[src/rtl/core/pulse_rate_detector_core_macros.svh]
// assertion macros for the pulse rate detector core
`ifndef PULSE_RATE_DETECTOR_CORE_MACROS_SVH
`define PULSE_RATE_DETECTOR_CORE_MACROS_SVH

// same-cycle implication, sampled on clk, off during reset
`define PRD_ASSERT_IMPL(label, ante, cons, msg) \
	label: assert property (@(posedge clk) disable iff (!arst_n) (ante) |-> (cons)) \
		else $error(msg);

// next-cycle implication, sampled on clk, off during reset
`define PRD_ASSERT_NEXT(label, ante, cons, msg) \
	label: assert property (@(posedge clk) disable iff (!arst_n) (ante) |=> (cons)) \
		else $error(msg);

`endif

[src/rtl/core/prd_pkg.sv]
// types and constants shared by the pulse rate detector core
package prd_pkg;

	localparam int SAMPLE_W = 12;
	localparam int RATE_W   = 16;
	localparam int CFG_W    = 16;
	localparam int INDEX_W  = 3;
	localparam int STEP_W   = $clog2(RATE_W);
	localparam int SUM_W    = RATE_W + 2;
	localparam int RECIP_W  = 18;
	localparam int PROD_W   = SUM_W + RECIP_W;
	localparam int MEAN_SHIFT = 19;
	localparam logic [RECIP_W-1:0] MEAN_RECIP = 18'd174763;

	localparam logic CMD_SAMPLE = 1'b0;
	localparam logic CMD_CLEAR  = 1'b1;

	localparam logic [INDEX_W-1:0] REG_BEAT_THRESHOLD = 3'd0;
	localparam logic [INDEX_W-1:0] REG_HYSTERESIS     = 3'd1;
	localparam logic [INDEX_W-1:0] REG_RATE_NUMERATOR = 3'd2;
	localparam logic [INDEX_W-1:0] REG_BAND_LOW       = 3'd3;
	localparam logic [INDEX_W-1:0] REG_BAND_OK        = 3'd4;
	localparam logic [INDEX_W-1:0] REG_BAND_HIGH      = 3'd5;
	localparam logic [INDEX_W-1:0] REG_BAND_VERY_HIGH = 3'd6;

	typedef enum logic [2:0] {
		ST_VERY_LOW  = 3'd0,
		ST_LOW       = 3'd1,
		ST_OK        = 3'd2,
		ST_HIGH      = 3'd3,
		ST_VERY_HIGH = 3'd4,
		ST_SKIPPED   = 3'd5
	} rate_status_t;

	typedef enum logic [2:0] {
		S_IDLE,
		S_EVAL,
		S_DIV,
		S_SUM,
		S_MUL,
		S_FIN,
		S_WRITE
	} ctrl_state_t;

	typedef struct packed {
		logic [SAMPLE_W-1:0] beat_threshold;
		logic [SAMPLE_W-1:0] hysteresis;
		logic [RATE_W-1:0]   rate_numerator;
		logic [RATE_W-1:0]   band_low;
		logic [RATE_W-1:0]   band_ok;
		logic [RATE_W-1:0]   band_high;
		logic [RATE_W-1:0]   band_very_high;
	} cfg_t;

	typedef struct packed {
		logic idle;
		logic latch;
		logic eval;
		logic div_start;
		logic div_step;
		logic sum;
		logic mul;
		logic fin;
		logic write;
	} dp_cmd_t;

	typedef struct packed {
		logic beat_now;
		logic out_free;
	} dp_stat_t;

endpackage

[src/rtl/core/prd_chan_if.sv]
// input and result channel interfaces of the pulse rate detector core
interface prd_in_if import prd_pkg::*; ();
	logic                valid;
	logic                ready;
	logic                command;
	logic [SAMPLE_W-1:0] sample;

	modport source (output valid, command, sample, input ready);
	modport sink (input valid, command, sample, output ready);
endinterface

interface prd_out_if import prd_pkg::*; ();
	logic              valid;
	logic              ready;
	logic              beat;
	logic [RATE_W-1:0] rate_bpm;
	logic [RATE_W-1:0] mean_bpm;
	logic [2:0]        status;
	logic              skipped;

	modport source (output valid, beat, rate_bpm, mean_bpm, status, skipped, input ready);
	modport sink (input valid, beat, rate_bpm, mean_bpm, status, skipped, output ready);
endinterface

[src/rtl/core/pulse_rate_detector_core.sv]
// top level of the pulse rate detector core
//
// feed carries one item per transfer: a command bit (sample or clear skip flag)
// and a 12-bit sensor sample. report carries one result per accepted item:
// beat, latest rate, mean of the last three rates, band status and the sticky
// skip flag. configuration is written through wr_en / wr_index / wr_data; the
// user must write it only while the block is idle, the block itself does not
// enforce it. one write per cycle, no read-back. items are handled one at a
// time. a clear or a sample without a beat passes the evaluate and write
// states; a beat also runs the restoring divider, one of the 16 rate bits
// per cycle, then a sum and a reciprocal multiply for the mean of three.
// feed.ready is high whenever the controller is idle, also while a result
// waits in the output register; a stalled receiver holds that result and
// the next item then waits before its own result is written.
// reset clears the detector state and restores the register defaults.
`include "pulse_rate_detector_core_macros.svh"

module pulse_rate_detector_core import prd_pkg::*; #(
	parameter int COUNT_WIDTH = 16
) (
	input  logic               clk,
	input  logic               arst_n,
	prd_in_if.sink             feed,
	prd_out_if.source          report,
	input  logic               wr_en,
	input  logic [INDEX_W-1:0] wr_index,
	input  logic [CFG_W-1:0]   wr_data
);

	cfg_t         cfg;
	dp_cmd_t      cmd;
	dp_stat_t     stat;
	rate_status_t out_status;

	prd_cfg_regs u_cfg_regs (
		.clk      (clk),
		.arst_n   (arst_n),
		.wr_en    (wr_en),
		.wr_index (wr_index),
		.wr_data  (wr_data),
		.cfg      (cfg)
	);

	prd_ctrl u_ctrl (
		.clk      (clk),
		.arst_n   (arst_n),
		.in_valid (feed.valid),
		.stat     (stat),
		.cmd      (cmd)
	);

	prd_datapath #(
		.COUNT_WIDTH(COUNT_WIDTH)
	) u_datapath (
		.clk         (clk),
		.arst_n      (arst_n),
		.cfg         (cfg),
		.cmd         (cmd),
		.stat        (stat),
		.in_command  (feed.command),
		.in_sample   (feed.sample),
		.out_valid   (report.valid),
		.out_ready   (report.ready),
		.out_beat    (report.beat),
		.out_rate    (report.rate_bpm),
		.out_mean    (report.mean_bpm),
		.out_status  (out_status),
		.out_skipped (report.skipped)
	);

	assign feed.ready    = cmd.idle;
	assign report.status = out_status;

	`PRD_ASSERT_NEXT(a_busy_after_transfer, feed.valid && feed.ready, !feed.ready, "ready after transfer")
	`PRD_ASSERT_IMPL(a_beat_skip_status, report.valid && report.beat && report.skipped, report.status == ST_SKIPPED, "skip flag without skipped status")
	`PRD_ASSERT_IMPL(a_result_after_busy, $rose(report.valid), !$past(feed.ready), "result without work")

endmodule

[src/rtl/core/prd_cfg_regs.sv]
// configuration register file of the pulse rate detector core
module prd_cfg_regs import prd_pkg::*; (
	input  logic               clk,
	input  logic               arst_n,
	input  logic               wr_en,
	input  logic [INDEX_W-1:0] wr_index,
	input  logic [CFG_W-1:0]   wr_data,
	output cfg_t               cfg
);

	cfg_t cfg_q;

	always_ff @(posedge clk or negedge arst_n) begin
		if (!arst_n) begin
			cfg_q.beat_threshold <= 12'd2650;
			cfg_q.hysteresis     <= 12'd100;
			cfg_q.rate_numerator <= 16'd12000;
			cfg_q.band_low       <= 16'd30;
			cfg_q.band_ok        <= 16'd45;
			cfg_q.band_high      <= 16'd80;
			cfg_q.band_very_high <= 16'd100;
		end else if (wr_en) begin
			case (wr_index)
				REG_BEAT_THRESHOLD: cfg_q.beat_threshold <= wr_data[SAMPLE_W-1:0];
				REG_HYSTERESIS:     cfg_q.hysteresis     <= wr_data[SAMPLE_W-1:0];
				REG_RATE_NUMERATOR: cfg_q.rate_numerator <= wr_data[RATE_W-1:0];
				REG_BAND_LOW:       cfg_q.band_low       <= wr_data[RATE_W-1:0];
				REG_BAND_OK:        cfg_q.band_ok        <= wr_data[RATE_W-1:0];
				REG_BAND_HIGH:      cfg_q.band_high      <= wr_data[RATE_W-1:0];
				REG_BAND_VERY_HIGH: cfg_q.band_very_high <= wr_data[RATE_W-1:0];
				default: begin
				end
			endcase
		end
	end

	assign cfg = cfg_q;

endmodule

[src/rtl/core/prd_divider.sv]
// restoring divider, one quotient bit per cycle while step is high
module prd_divider import prd_pkg::*; #(
	parameter int COUNT_WIDTH = 16
) (
	input  logic                   clk,
	input  logic                   start,
	input  logic                   step,
	input  logic [RATE_W-1:0]      dividend,
	input  logic [COUNT_WIDTH-1:0] divisor,
	output logic [RATE_W-1:0]      quotient
);

	localparam int RW = ((COUNT_WIDTH > RATE_W) ? COUNT_WIDTH : RATE_W) + 1;

	logic [RW-2:0]          rem_q;
	logic [RATE_W-1:0]      quot_q;
	logic [COUNT_WIDTH-1:0] div_q;
	logic [RW-1:0]          shifted;
	logic [RW-1:0]          div_ext;
	logic [RW-1:0]          diff;
	logic                   ge;

	always_comb begin
		shifted = {rem_q, quot_q[RATE_W-1]};
		div_ext = RW'(div_q);
		ge      = (shifted >= div_ext);
		diff    = shifted - div_ext;
	end

	always_ff @(posedge clk) begin
		if (start) begin
			rem_q  <= '0;
			quot_q <= dividend;
			div_q  <= divisor;
		end else if (step) begin
			rem_q  <= ge ? diff[RW-2:0] : shifted[RW-2:0];
			quot_q <= {quot_q[RATE_W-2:0], ge};
		end
	end

	assign quotient = quot_q;

endmodule

[src/rtl/core/prd_datapath.sv]
// beat detection state, rate, mean, skip test and result register
module prd_datapath import prd_pkg::*; #(
	parameter int COUNT_WIDTH = 16
) (
	input  logic                clk,
	input  logic                arst_n,
	input  cfg_t                cfg,
	input  dp_cmd_t             cmd,
	output dp_stat_t            stat,
	input  logic                in_command,
	input  logic [SAMPLE_W-1:0] in_sample,
	output logic                out_valid,
	input  logic                out_ready,
	output logic                out_beat,
	output logic [RATE_W-1:0]   out_rate,
	output logic [RATE_W-1:0]   out_mean,
	output rate_status_t        out_status,
	output logic                out_skipped
);

	localparam int SW = COUNT_WIDTH + 4;

	logic                   cmd_q;
	logic [SAMPLE_W-1:0]    sample_q;
	logic                   beat_q;
	logic                   armed_q;
	logic [COUNT_WIDTH-1:0] count_q;
	logic [COUNT_WIDTH-1:0] past_int_q [2];
	logic [RATE_W-1:0]      past_rate_q [2];
	logic [RATE_W-1:0]      latest_q;
	logic [RATE_W-1:0]      mean_q;
	rate_status_t           status_q;
	logic                   skip_q;
	logic [COUNT_WIDTH-1:0] divisor_q;
	logic [SUM_W-1:0]       sum_q;
	logic [PROD_W-1:0]      prod_q;

	logic                   out_valid_q;
	logic                   out_beat_q;
	logic [RATE_W-1:0]      out_rate_q;
	logic [RATE_W-1:0]      out_mean_q;
	rate_status_t           out_status_q;
	logic                   out_skipped_q;

	logic [RATE_W-1:0]      quot;
	logic [COUNT_WIDTH-1:0] next_count;
	logic                   beat_now;
	logic                   rearm;
	logic [SAMPLE_W:0]      level_sum;
	logic [SW-1:0]          new5;
	logic [SW-1:0]          old9_0;
	logic [SW-1:0]          old9_1;
	logic                   skip_hit;
	logic                   skip_next;
	rate_status_t           band;

	prd_divider #(
		.COUNT_WIDTH(COUNT_WIDTH)
	) u_divider (
		.clk      (clk),
		.start    (cmd.div_start),
		.step     (cmd.div_step),
		.dividend (cfg.rate_numerator),
		.divisor  (next_count),
		.quotient (quot)
	);

	always_comb begin
		next_count = (count_q == '1) ? count_q : count_q + 1'b1;
		beat_now   = (cmd_q == CMD_SAMPLE) && !armed_q && (sample_q > cfg.beat_threshold);
		level_sum  = {1'b0, sample_q} + {1'b0, cfg.hysteresis};
		rearm      = armed_q && (level_sum < {1'b0, cfg.beat_threshold});
		new5       = ({4'b0, divisor_q} << 2) + {4'b0, divisor_q};
		old9_0     = ({4'b0, past_int_q[0]} << 3) + {4'b0, past_int_q[0]};
		old9_1     = ({4'b0, past_int_q[1]} << 3) + {4'b0, past_int_q[1]};
		skip_hit   = (new5 >= old9_1) && (new5 >= old9_0);
		skip_next  = skip_q || skip_hit;
		if (quot < cfg.band_low) begin
			band = ST_VERY_LOW;
		end else if (quot < cfg.band_ok) begin
			band = ST_LOW;
		end else if (quot >= cfg.band_ok && quot < cfg.band_high) begin
			band = ST_OK;
		end else if (quot >= cfg.band_high && quot < cfg.band_very_high) begin
			band = ST_HIGH;
		end else if (quot >= cfg.band_very_high) begin
			band = ST_VERY_HIGH;
		end else begin
			band = ST_OK;
		end
	end

	always_ff @(posedge clk) begin
		if (cmd.latch) begin
			cmd_q    <= in_command;
			sample_q <= in_sample;
		end
		if (cmd.eval) begin
			divisor_q <= next_count;
		end
		if (cmd.sum) begin
			sum_q <= SUM_W'(past_rate_q[0]) + SUM_W'(past_rate_q[1]) + SUM_W'(quot);
		end
		if (cmd.mul) begin
			prod_q <= sum_q * MEAN_RECIP;
		end
	end

	always_ff @(posedge clk or negedge arst_n) begin
		if (!arst_n) begin
			beat_q         <= 1'b0;
			armed_q        <= 1'b0;
			count_q        <= '0;
			past_int_q[0]  <= '0;
			past_int_q[1]  <= '0;
			past_rate_q[0] <= '0;
			past_rate_q[1] <= '0;
			latest_q       <= '0;
			mean_q         <= '0;
			status_q       <= ST_VERY_LOW;
			skip_q         <= 1'b0;
		end else if (cmd.eval) begin
			if (cmd_q == CMD_CLEAR) begin
				skip_q <= 1'b0;
				beat_q <= 1'b0;
			end else if (beat_now) begin
				beat_q <= 1'b1;
			end else begin
				beat_q  <= 1'b0;
				count_q <= next_count;
				if (rearm) begin
					armed_q <= 1'b0;
				end
			end
		end else if (cmd.fin) begin
			armed_q        <= 1'b1;
			count_q        <= '0;
			skip_q         <= skip_next;
			mean_q         <= prod_q[MEAN_SHIFT +: RATE_W];
			past_int_q[0]  <= past_int_q[1];
			past_int_q[1]  <= divisor_q;
			past_rate_q[0] <= past_rate_q[1];
			past_rate_q[1] <= quot;
			latest_q       <= quot;
			status_q       <= skip_next ? ST_SKIPPED : band;
		end
	end

	// result register, holds while the receiver stalls
	always_ff @(posedge clk or negedge arst_n) begin
		if (!arst_n) begin
			out_valid_q <= 1'b0;
		end else if (cmd.write) begin
			out_valid_q <= 1'b1;
		end else if (out_ready) begin
			out_valid_q <= 1'b0;
		end
	end

	always_ff @(posedge clk) begin
		if (cmd.write) begin
			out_beat_q    <= beat_q;
			out_rate_q    <= latest_q;
			out_mean_q    <= mean_q;
			out_status_q  <= status_q;
			out_skipped_q <= skip_q;
		end
	end

	assign stat.beat_now = beat_now;
	assign stat.out_free = !out_valid_q || out_ready;

	assign out_valid   = out_valid_q;
	assign out_beat    = out_beat_q;
	assign out_rate    = out_rate_q;
	assign out_mean    = out_mean_q;
	assign out_status  = out_status_q;
	assign out_skipped = out_skipped_q;

endmodule

[src/rtl/core/prd_ctrl.sv]
// sequencing state machine of the pulse rate detector core
module prd_ctrl import prd_pkg::*; (
	input  logic     clk,
	input  logic     arst_n,
	input  logic     in_valid,
	input  dp_stat_t stat,
	output dp_cmd_t  cmd
);

	ctrl_state_t       state_q;
	ctrl_state_t       state_d;
	logic [STEP_W-1:0] step_q;
	logic [STEP_W-1:0] step_d;

	always_ff @(posedge clk or negedge arst_n) begin
		if (!arst_n) begin
			state_q <= S_IDLE;
			step_q  <= '0;
		end else begin
			state_q <= state_d;
			step_q  <= step_d;
		end
	end

	always_comb begin
		state_d = state_q;
		step_d  = step_q;
		cmd     = '0;
		case (state_q)
			S_IDLE: begin
				cmd.idle = 1'b1;
				if (in_valid) begin
					cmd.latch = 1'b1;
					state_d   = S_EVAL;
				end
			end
			S_EVAL: begin
				cmd.eval = 1'b1;
				if (stat.beat_now) begin
					cmd.div_start = 1'b1;
					step_d        = '0;
					state_d       = S_DIV;
				end else begin
					state_d = S_WRITE;
				end
			end
			S_DIV: begin
				cmd.div_step = 1'b1;
				step_d       = step_q + 1'b1;
				if (step_q == STEP_W'(RATE_W - 1)) begin
					state_d = S_SUM;
				end
			end
			S_SUM: begin
				cmd.sum = 1'b1;
				state_d = S_MUL;
			end
			S_MUL: begin
				cmd.mul = 1'b1;
				state_d = S_FIN;
			end
			S_FIN: begin
				cmd.fin = 1'b1;
				state_d = S_WRITE;
			end
			S_WRITE: begin
				if (stat.out_free) begin
					cmd.write = 1'b1;
					state_d   = S_IDLE;
				end
			end
			default: begin
				state_d = S_IDLE;
			end
		endcase
	end

endmodule

[src/flat_wrapper.sv]
// flat-port wrapper written by rule: the top's interface ports become plain ports
module pulse_rate_detector_core_flat import prd_pkg::*;
#(
	parameter int COUNT_WIDTH = 16
)
  (clk, arst_n, wr_en, wr_index, wr_data, feed_valid, feed_command, feed_sample, feed_ready, report_valid, report_beat, report_rate_bpm, report_mean_bpm, report_status, report_skipped, report_ready);
  prd_in_if feed_i ();
  prd_out_if report_i ();
  input  logic clk;
  input  logic arst_n;
  input  logic wr_en;
  input  logic [INDEX_W-1:0] wr_index;
  input  logic [CFG_W-1:0] wr_data;
  input wire logic [$bits(feed_i.valid)-1:0] feed_valid;
  input wire logic [$bits(feed_i.command)-1:0] feed_command;
  input wire logic [$bits(feed_i.sample)-1:0] feed_sample;
  output wire logic [$bits(feed_i.ready)-1:0] feed_ready;
  output wire logic [$bits(report_i.valid)-1:0] report_valid;
  output wire logic [$bits(report_i.beat)-1:0] report_beat;
  output wire logic [$bits(report_i.rate_bpm)-1:0] report_rate_bpm;
  output wire logic [$bits(report_i.mean_bpm)-1:0] report_mean_bpm;
  output wire logic [$bits(report_i.status)-1:0] report_status;
  output wire logic [$bits(report_i.skipped)-1:0] report_skipped;
  input wire logic [$bits(report_i.ready)-1:0] report_ready;
  assign feed_i.valid = feed_valid;
  assign feed_i.command = feed_command;
  assign feed_i.sample = feed_sample;
  assign feed_ready = feed_i.ready;
  assign report_valid = report_i.valid;
  assign report_beat = report_i.beat;
  assign report_rate_bpm = report_i.rate_bpm;
  assign report_mean_bpm = report_i.mean_bpm;
  assign report_status = report_i.status;
  assign report_skipped = report_i.skipped;
  assign report_i.ready = report_ready;
  pulse_rate_detector_core #(.COUNT_WIDTH(COUNT_WIDTH)) u_core (.clk(clk), .arst_n(arst_n), .feed(feed_i), .report(report_i), .wr_en(wr_en), .wr_index(wr_index), .wr_data(wr_data));
endmodule
[config.mk]
export PLATFORM = sky130hd
export DESIGN_NAME = pulse_rate_detector_core_flat
export DESIGN_NICKNAME = d
export VERILOG_FILES = /design/src/rtl/core/prd_pkg.sv /design/src/rtl/core/prd_chan_if.sv /design/src/rtl/core/pulse_rate_detector_core.sv /design/src/rtl/core/prd_cfg_regs.sv /design/src/rtl/core/prd_divider.sv /design/src/rtl/core/prd_datapath.sv /design/src/rtl/core/prd_ctrl.sv /design/src/flat_wrapper.sv
export VERILOG_INCLUDE_DIRS = /design/src /design/src/rtl/core
export SDC_FILE = /design/constraint.sdc
export NUM_CORES = 1
export LEC_CHECK = 0
export BUFFER_PORTS_ARGS = -buffer_cell sky130_fd_sc_hd__clkbuf_2
export CAP_MARGIN = 10
export CORE_UTILIZATION = 30
export CTS_BUF_LIST = sky130_fd_sc_hd__clkbuf_8
export DETAILED_ROUTE_END_ITERATION = 8
export PLACE_DENSITY = 0.54
export SYNTH_ARGS = -nofsm -noshare
export SYNTH_HDL_FRONTEND = slang
export SYNTH_SLANG_ARGS = --single-unit
[constraint.sdc]
create_clock -name clk -period 12.4 [get_ports clk]
set_clock_uncertainty 0.2 [all_clocks]
set_input_delay 1.24 -clock clk [delete_from_list [all_inputs] [get_ports clk]]
set_output_delay 1.24 -clock clk [all_outputs]
set_load 0.02 [all_outputs]
; Yosys cells after proc, flatten, opt, wreduce, memory -nomap -nowiden
; Cells that the tools add are included.
; W data, S select, Z words.
[totals]
ff_bits = 381
out_inout_bits = 39
elab_cells = 150
[op_classes]
addsub = 9
mul = 1
magnitude_cmp = 12
n_eq_ne = 22
mux = 42
bitwise_logic = 2
n_reduce_logical = 29
[op_table]
columns = cell, count
row1 = $mux W16, 8
row2 = $lt A16 B16 Y1, 4
row3 = $ge A16 B16 Y1, 3
row4 = $add A19 B16 Y20, 2
row5 = $ge A19 B20 Y1, 2
row6 = $mul A18 B18 Y35 const B, 1
row7 = $mux W3, 10
row8 = $pmux W3 S7, 1
row9 = $reduce_and A2 Y1, 10
row10 = $add A18 B16 Y19, 1
row11 = $mux W1, 19
row12 = $add A17 B16 Y18, 1
row13 = $eq A3 B3 Y1 const B, 6
row14 = $add A16 B16 Y17, 1
row15 = $ge A17 B16 Y1, 1
row16 = $add A16 B1 Y16 const B, 1
row17 = $eq A16 B16 Y1 const B, 1
row18 = $sub A16 B16 Y16, 1
row19 = $ne A2 B2 Y1 const B, 7
row20 = $add A12 B12 Y13, 1
row21 = $lt A13 B12 Y1, 1
row22 = $eq A3 B2 Y1 const B, 4
row23 = $gt A12 B12 Y1, 1
row24 = $pmux W4 S2, 1
row25 = other kinds (14), 29

; Depth between registers and ports, before layout
[depth]
word_depth = 7
depth_mapped = 21
mapped_depth_nobuf = 21

; Hierarchy
; Synthesis repeated with hierarchy kept, for this count alone.
[hier_totals]
cells_unflattened = 2443
area_unflattened_um2 = 26196.4
[modules_own_cells]
columns = module, instances, cells_each, area_each_um2
row1 = prd_datapath, 1, 1918, 18933.2
row2 = prd_cfg_regs, 1, 225, 4047.6
row3 = prd_divider, 1, 258, 2775.2
row4 = prd_ctrl, 1, 42, 440.4

; Worst setup path after synthesis
; No wires, ideal clock.
[synth_path]
path_kind = reg-to-reg
startpoint = register u_core.u_datapath.sum_q[2]
endpoint = register u_core.u_datapath.prod_q[34] (data pin)
setup_ns = 0.260
arrival_time_ns = 5.268
required_ns = 11.940
path_slack_ns = 6.672
path_stages_with_launch = 21
path_buffers = 0
path_cell_list = edfxtp_1 -> ha_1 -> fa_1 -> inv_1 -> fa_1 -> inv_1 -> fa_1 -> fa_1 -> inv_1 -> fa_1 -> inv_1 -> ha_1 -> a21oi_1 -> o21ai_1 -> o221ai_1 -> nand2b_1 -> o311a_4 -> a31oi_4 -> o2bb2ai_2 -> o21bai_2 -> xnor2_1
[synth_via]
elab_chain_len = 1
[synth_lines]
columns = item, line
row1 = start: declaration, prd_datapath.sv:35  ; logic [SUM_W-1:0] sum_q;
row2 = start signal: assignment, prd_datapath.sv:102  ; sum_q <= SUM_W'(past_rate_q[0]) + SUM_W'(past_rate_q[1]) + SUM_W'(quot);
row3 = $mul A18 B18 Y35, prd_datapath.sv:105  ; prod_q <= sum_q * MEAN_RECIP;
row4 = end signal: assignment, prd_datapath.sv:105
row5 = end: declaration, prd_datapath.sv:36  ; logic [PROD_W-1:0] prod_q;
; No other way between the ends.
; A chain may end at the register's enable or synchronous reset.

; Final worst setup path
[layout_path]
startpoint = register u_core.u_datapath.sum_q[1]
endpoint = register u_core.u_datapath.prod_q[34] (data pin)
; Same word-level chain as after synthesis.

==> results.cfg <==
[yosys]
synth_common_cells = 378 x nand2_1, 370 x inv_1, 364 x ha_1
yosysUniqueCellTypes = 78
syn_area_per_cell_um2 = 10.2
ys_ff_latch = 362
seq_area_frac_synth_pct = 37.3
yosysTopAreaCell = dfrtp_1
synthFlopType = dfrtp_1
synthesis.area_um2 = 25900
synth_nets = 3073
synthArstFlopShare_pct = 59.1
synth.area.top_cells = dfrtp_1 18%, ha_1 18%, edfxtp_1 15%, fa_1 10%, nand2_1 5.5%
yosys_warnings = 0
synth-edff-count = 132
synthesis.instances = 2543
yosysTopAreaCellShare_pct = 17.9
yosysMostFrequentCell = nand2_1

[timing]
finalSetupTns_ns = 0
setup_violations = 0
layout_min_cycle_time_ns = 6.14
tightest_slew_ns = 1.15
fin_crit_sh_pct = 49.5
grt_setup_unrepaired = false
hold_violations = 0
relSlewSlack_pct = 23.3
max_freq_mhz = 163
report.final.slew_viol_count = 0

[clocking]
path_clk_slew_ns = 0.06
post_cts_resized = 0
htreeDepth = 3
clockBufferDepth = 3
hold_buffers = 0
cts_num_sinks = 362
cts_inserted_buffers = 71
cts_setup_buffers = 0
cts_root_buffer = clkbuf_8
clock_latency_ns = 0.70
cts_tree = built

[finish]
nets = 3180
layout-drive-gt1-share_pct = 12.1
fill_cells = 8855
final_cells = 3858
synthToLayoutAreaGrowth_pct = 12.5
fin_area_um2 = 29200
fin_util_pct = 34.2

[global_routing]
grt_antenna_before_repair = 3
grt_pass1_wl_mm = 96.3
grt_usage_pct = 13.9
grt_max_degree = 103
globalRoute.totalOverflow = 0
first_global_vias = 18066

[setup_path]
cp-start-kind = flip-flop
cp.required_ns = 12.60
critPathArrivalTime_ns = 6.34
end_kind = flip-flop
path_max_fanout = 7
crit_type = reg2reg

[placement]
dp_cells = 3721
gp_congestion = 0.868
dp_hpwl_mm = 44.3
portBuffers = 75
placed_cell_area_um2 = 27700

[flow_run]
drv_cap = 0

[floorplan]
pin_count = 76
row_count = 107
start_util_pct = 30.3
coreArea_um2 = 85400
die_x_um = 296
die_h_um = 296
die_area_um2 = 87600

[route]
drtIter0Drc = 847
drc_errors = 0
wl_per_cell_um = 15.1
routed_via_density = 4.55
drt-pass1-iter-count = 5
vias = 17549
drtAntennaViolNets = 0
totalWireLength_mm = 58.3

[min_path]
hold_class = reg2reg

[run_status]
outcome = finished, final reports clean
placed cells by master, fill, tap and decap left out, types with 13 or more instances in the layout:
cell type	instances
and3_1	14
dfxtp_1	16
mux2_2	81
nand4_1	17
edfxtp_1	132
xor2_1	30
a21o_1	50
o21ai_1	47
nand2b_1	22
nor2_1	83
nor2b_1	20
a211oi_1	16
o21ai_0	79
nand3_1	36
dfrtp_1	185
nand2_1	378
a31oi_1	15
clkbuf_8	82
o21a_1	29
dfstp_2	29
o21bai_1	14
xnor2_1	71
mux2i_1	16
clkbuf_2	74
o211ai_1	13
a21oi_1	79
ha_1	364
nor3_1	43
fa_1	129
inv_1	392
critical path: stages (launching register included):
cell and delay (ns):
edfxtp_1 0.51, ha_1 0.43, xor2_1 0.33, ha_1 0.22
a21oi_1 0.05, fa_1 0.53, inv_1 0.07, fa_1 0.51
fa_1 0.54, inv_1 0.05, fa_1 0.52, inv_1 0.04
ha_1 0.34, a21oi_1 0.18, o21ai_1 0.08, o221ai_1 0.17
nand2b_1 0.12, o311a_4 0.39, a31oi_4 0.24, o2bb2ai_2 0.16
o21bai_2 0.08, xnor2_1 0.12
registers in the layout, indices dropped and copies added, names as in the netlist, 3 cells and up:
register	cells
u_core.u_datapath.u_divider.rem_q	16
u_core.u_datapath.count_q	16
u_core.u_datapath.prod_q	16
u_core.u_datapath.past_rate_q	16
u_core.u_datapath.out_mean	16
u_core.u_ctrl.step_q	4
u_core.u_datapath.out_status	3
u_core.u_datapath.sum_q	18
u_core.u_datapath.u_divider.quotient	16
u_core.u_datapath.out_rate	16
u_core.u_ctrl.state_q	3
u_core.u_datapath.sample_q	12
u_core.u_datapath.latest_q	16
u_core.u_datapath.divisor_q	16
u_core.u_cfg_regs.cfg	104
u_core.u_datapath.past_int_q	32
u_core.u_datapath.status_q	3
u_core.u_datapath.mean_q	16
u_core.u_datapath.u_divider.div_q	16
cell type report:
class                           count  area (µm²)  area share (%)
Inverter                          371        1390            4.77
Multi-Input combinational cell   1758       14700            50.4
Clock inverter                     50         362            1.24
Timing Repair Buffer               86         468            1.60
Sequential cell                   362        9680            33.2
Clock buffer                       82        1130            3.87
Antenna cell                        5        12.5          0.0429
Tap cell                         1144        1430            4.91
per-stage QoR:
step	hold slack [ns]	setup slack (ns)
final	0.233	6.26
after global routing	0.257	6.01
after CTS	0.238	6.25
after detailed placement	0.228	6.28
after global placement	0.219	6.32
after floorplan	0.215	6.67
cells by family after synthesis:
kind of cell    synth area share [%]
flops                           37.3
fa+ha+maj                       27.5
simple gates                    11.3
xor+xnor                        3.41
mux                             4.14
compound gates                  10.1
buf+inv                         6.15
layer usage:
layer	global-route usage [%]	up-vias	share of wire [%]
li1	-	8859	-
met1	19.4	8380	50
met2	22.2	239	44
met3	2.47	69	3.8
met4	3.32	2	1.7
met5	0	-	0.019
worst paths after layout:
path,start,slack (ns),to,cells past startpoint
min in group asynchronous,arst_n,0.46,u_core.u_datapath.latest_q[3],1
setup / recovery,u_core.u_datapath.sum_q[1],6.26,u_core.u_datapath.prod_q[34],21
max in group asynchronous,arst_n,9.50,u_core.u_datapath.count_q[4],3
setup reg to reg,u_core.u_datapath.sum_q[1],6.26,u_core.u_datapath.prod_q[34],21
hold / removal,u_core.u_datapath.prod_q[19],0.23,u_core.u_datapath.mean_q[0],2
hold reg to reg,u_core.u_datapath.prod_q[19],0.23,u_core.u_datapath.mean_q[0],2
Power is not shown: default switching activity piles up to over one toggle a cycle in this logic, so the estimate is an artifact.
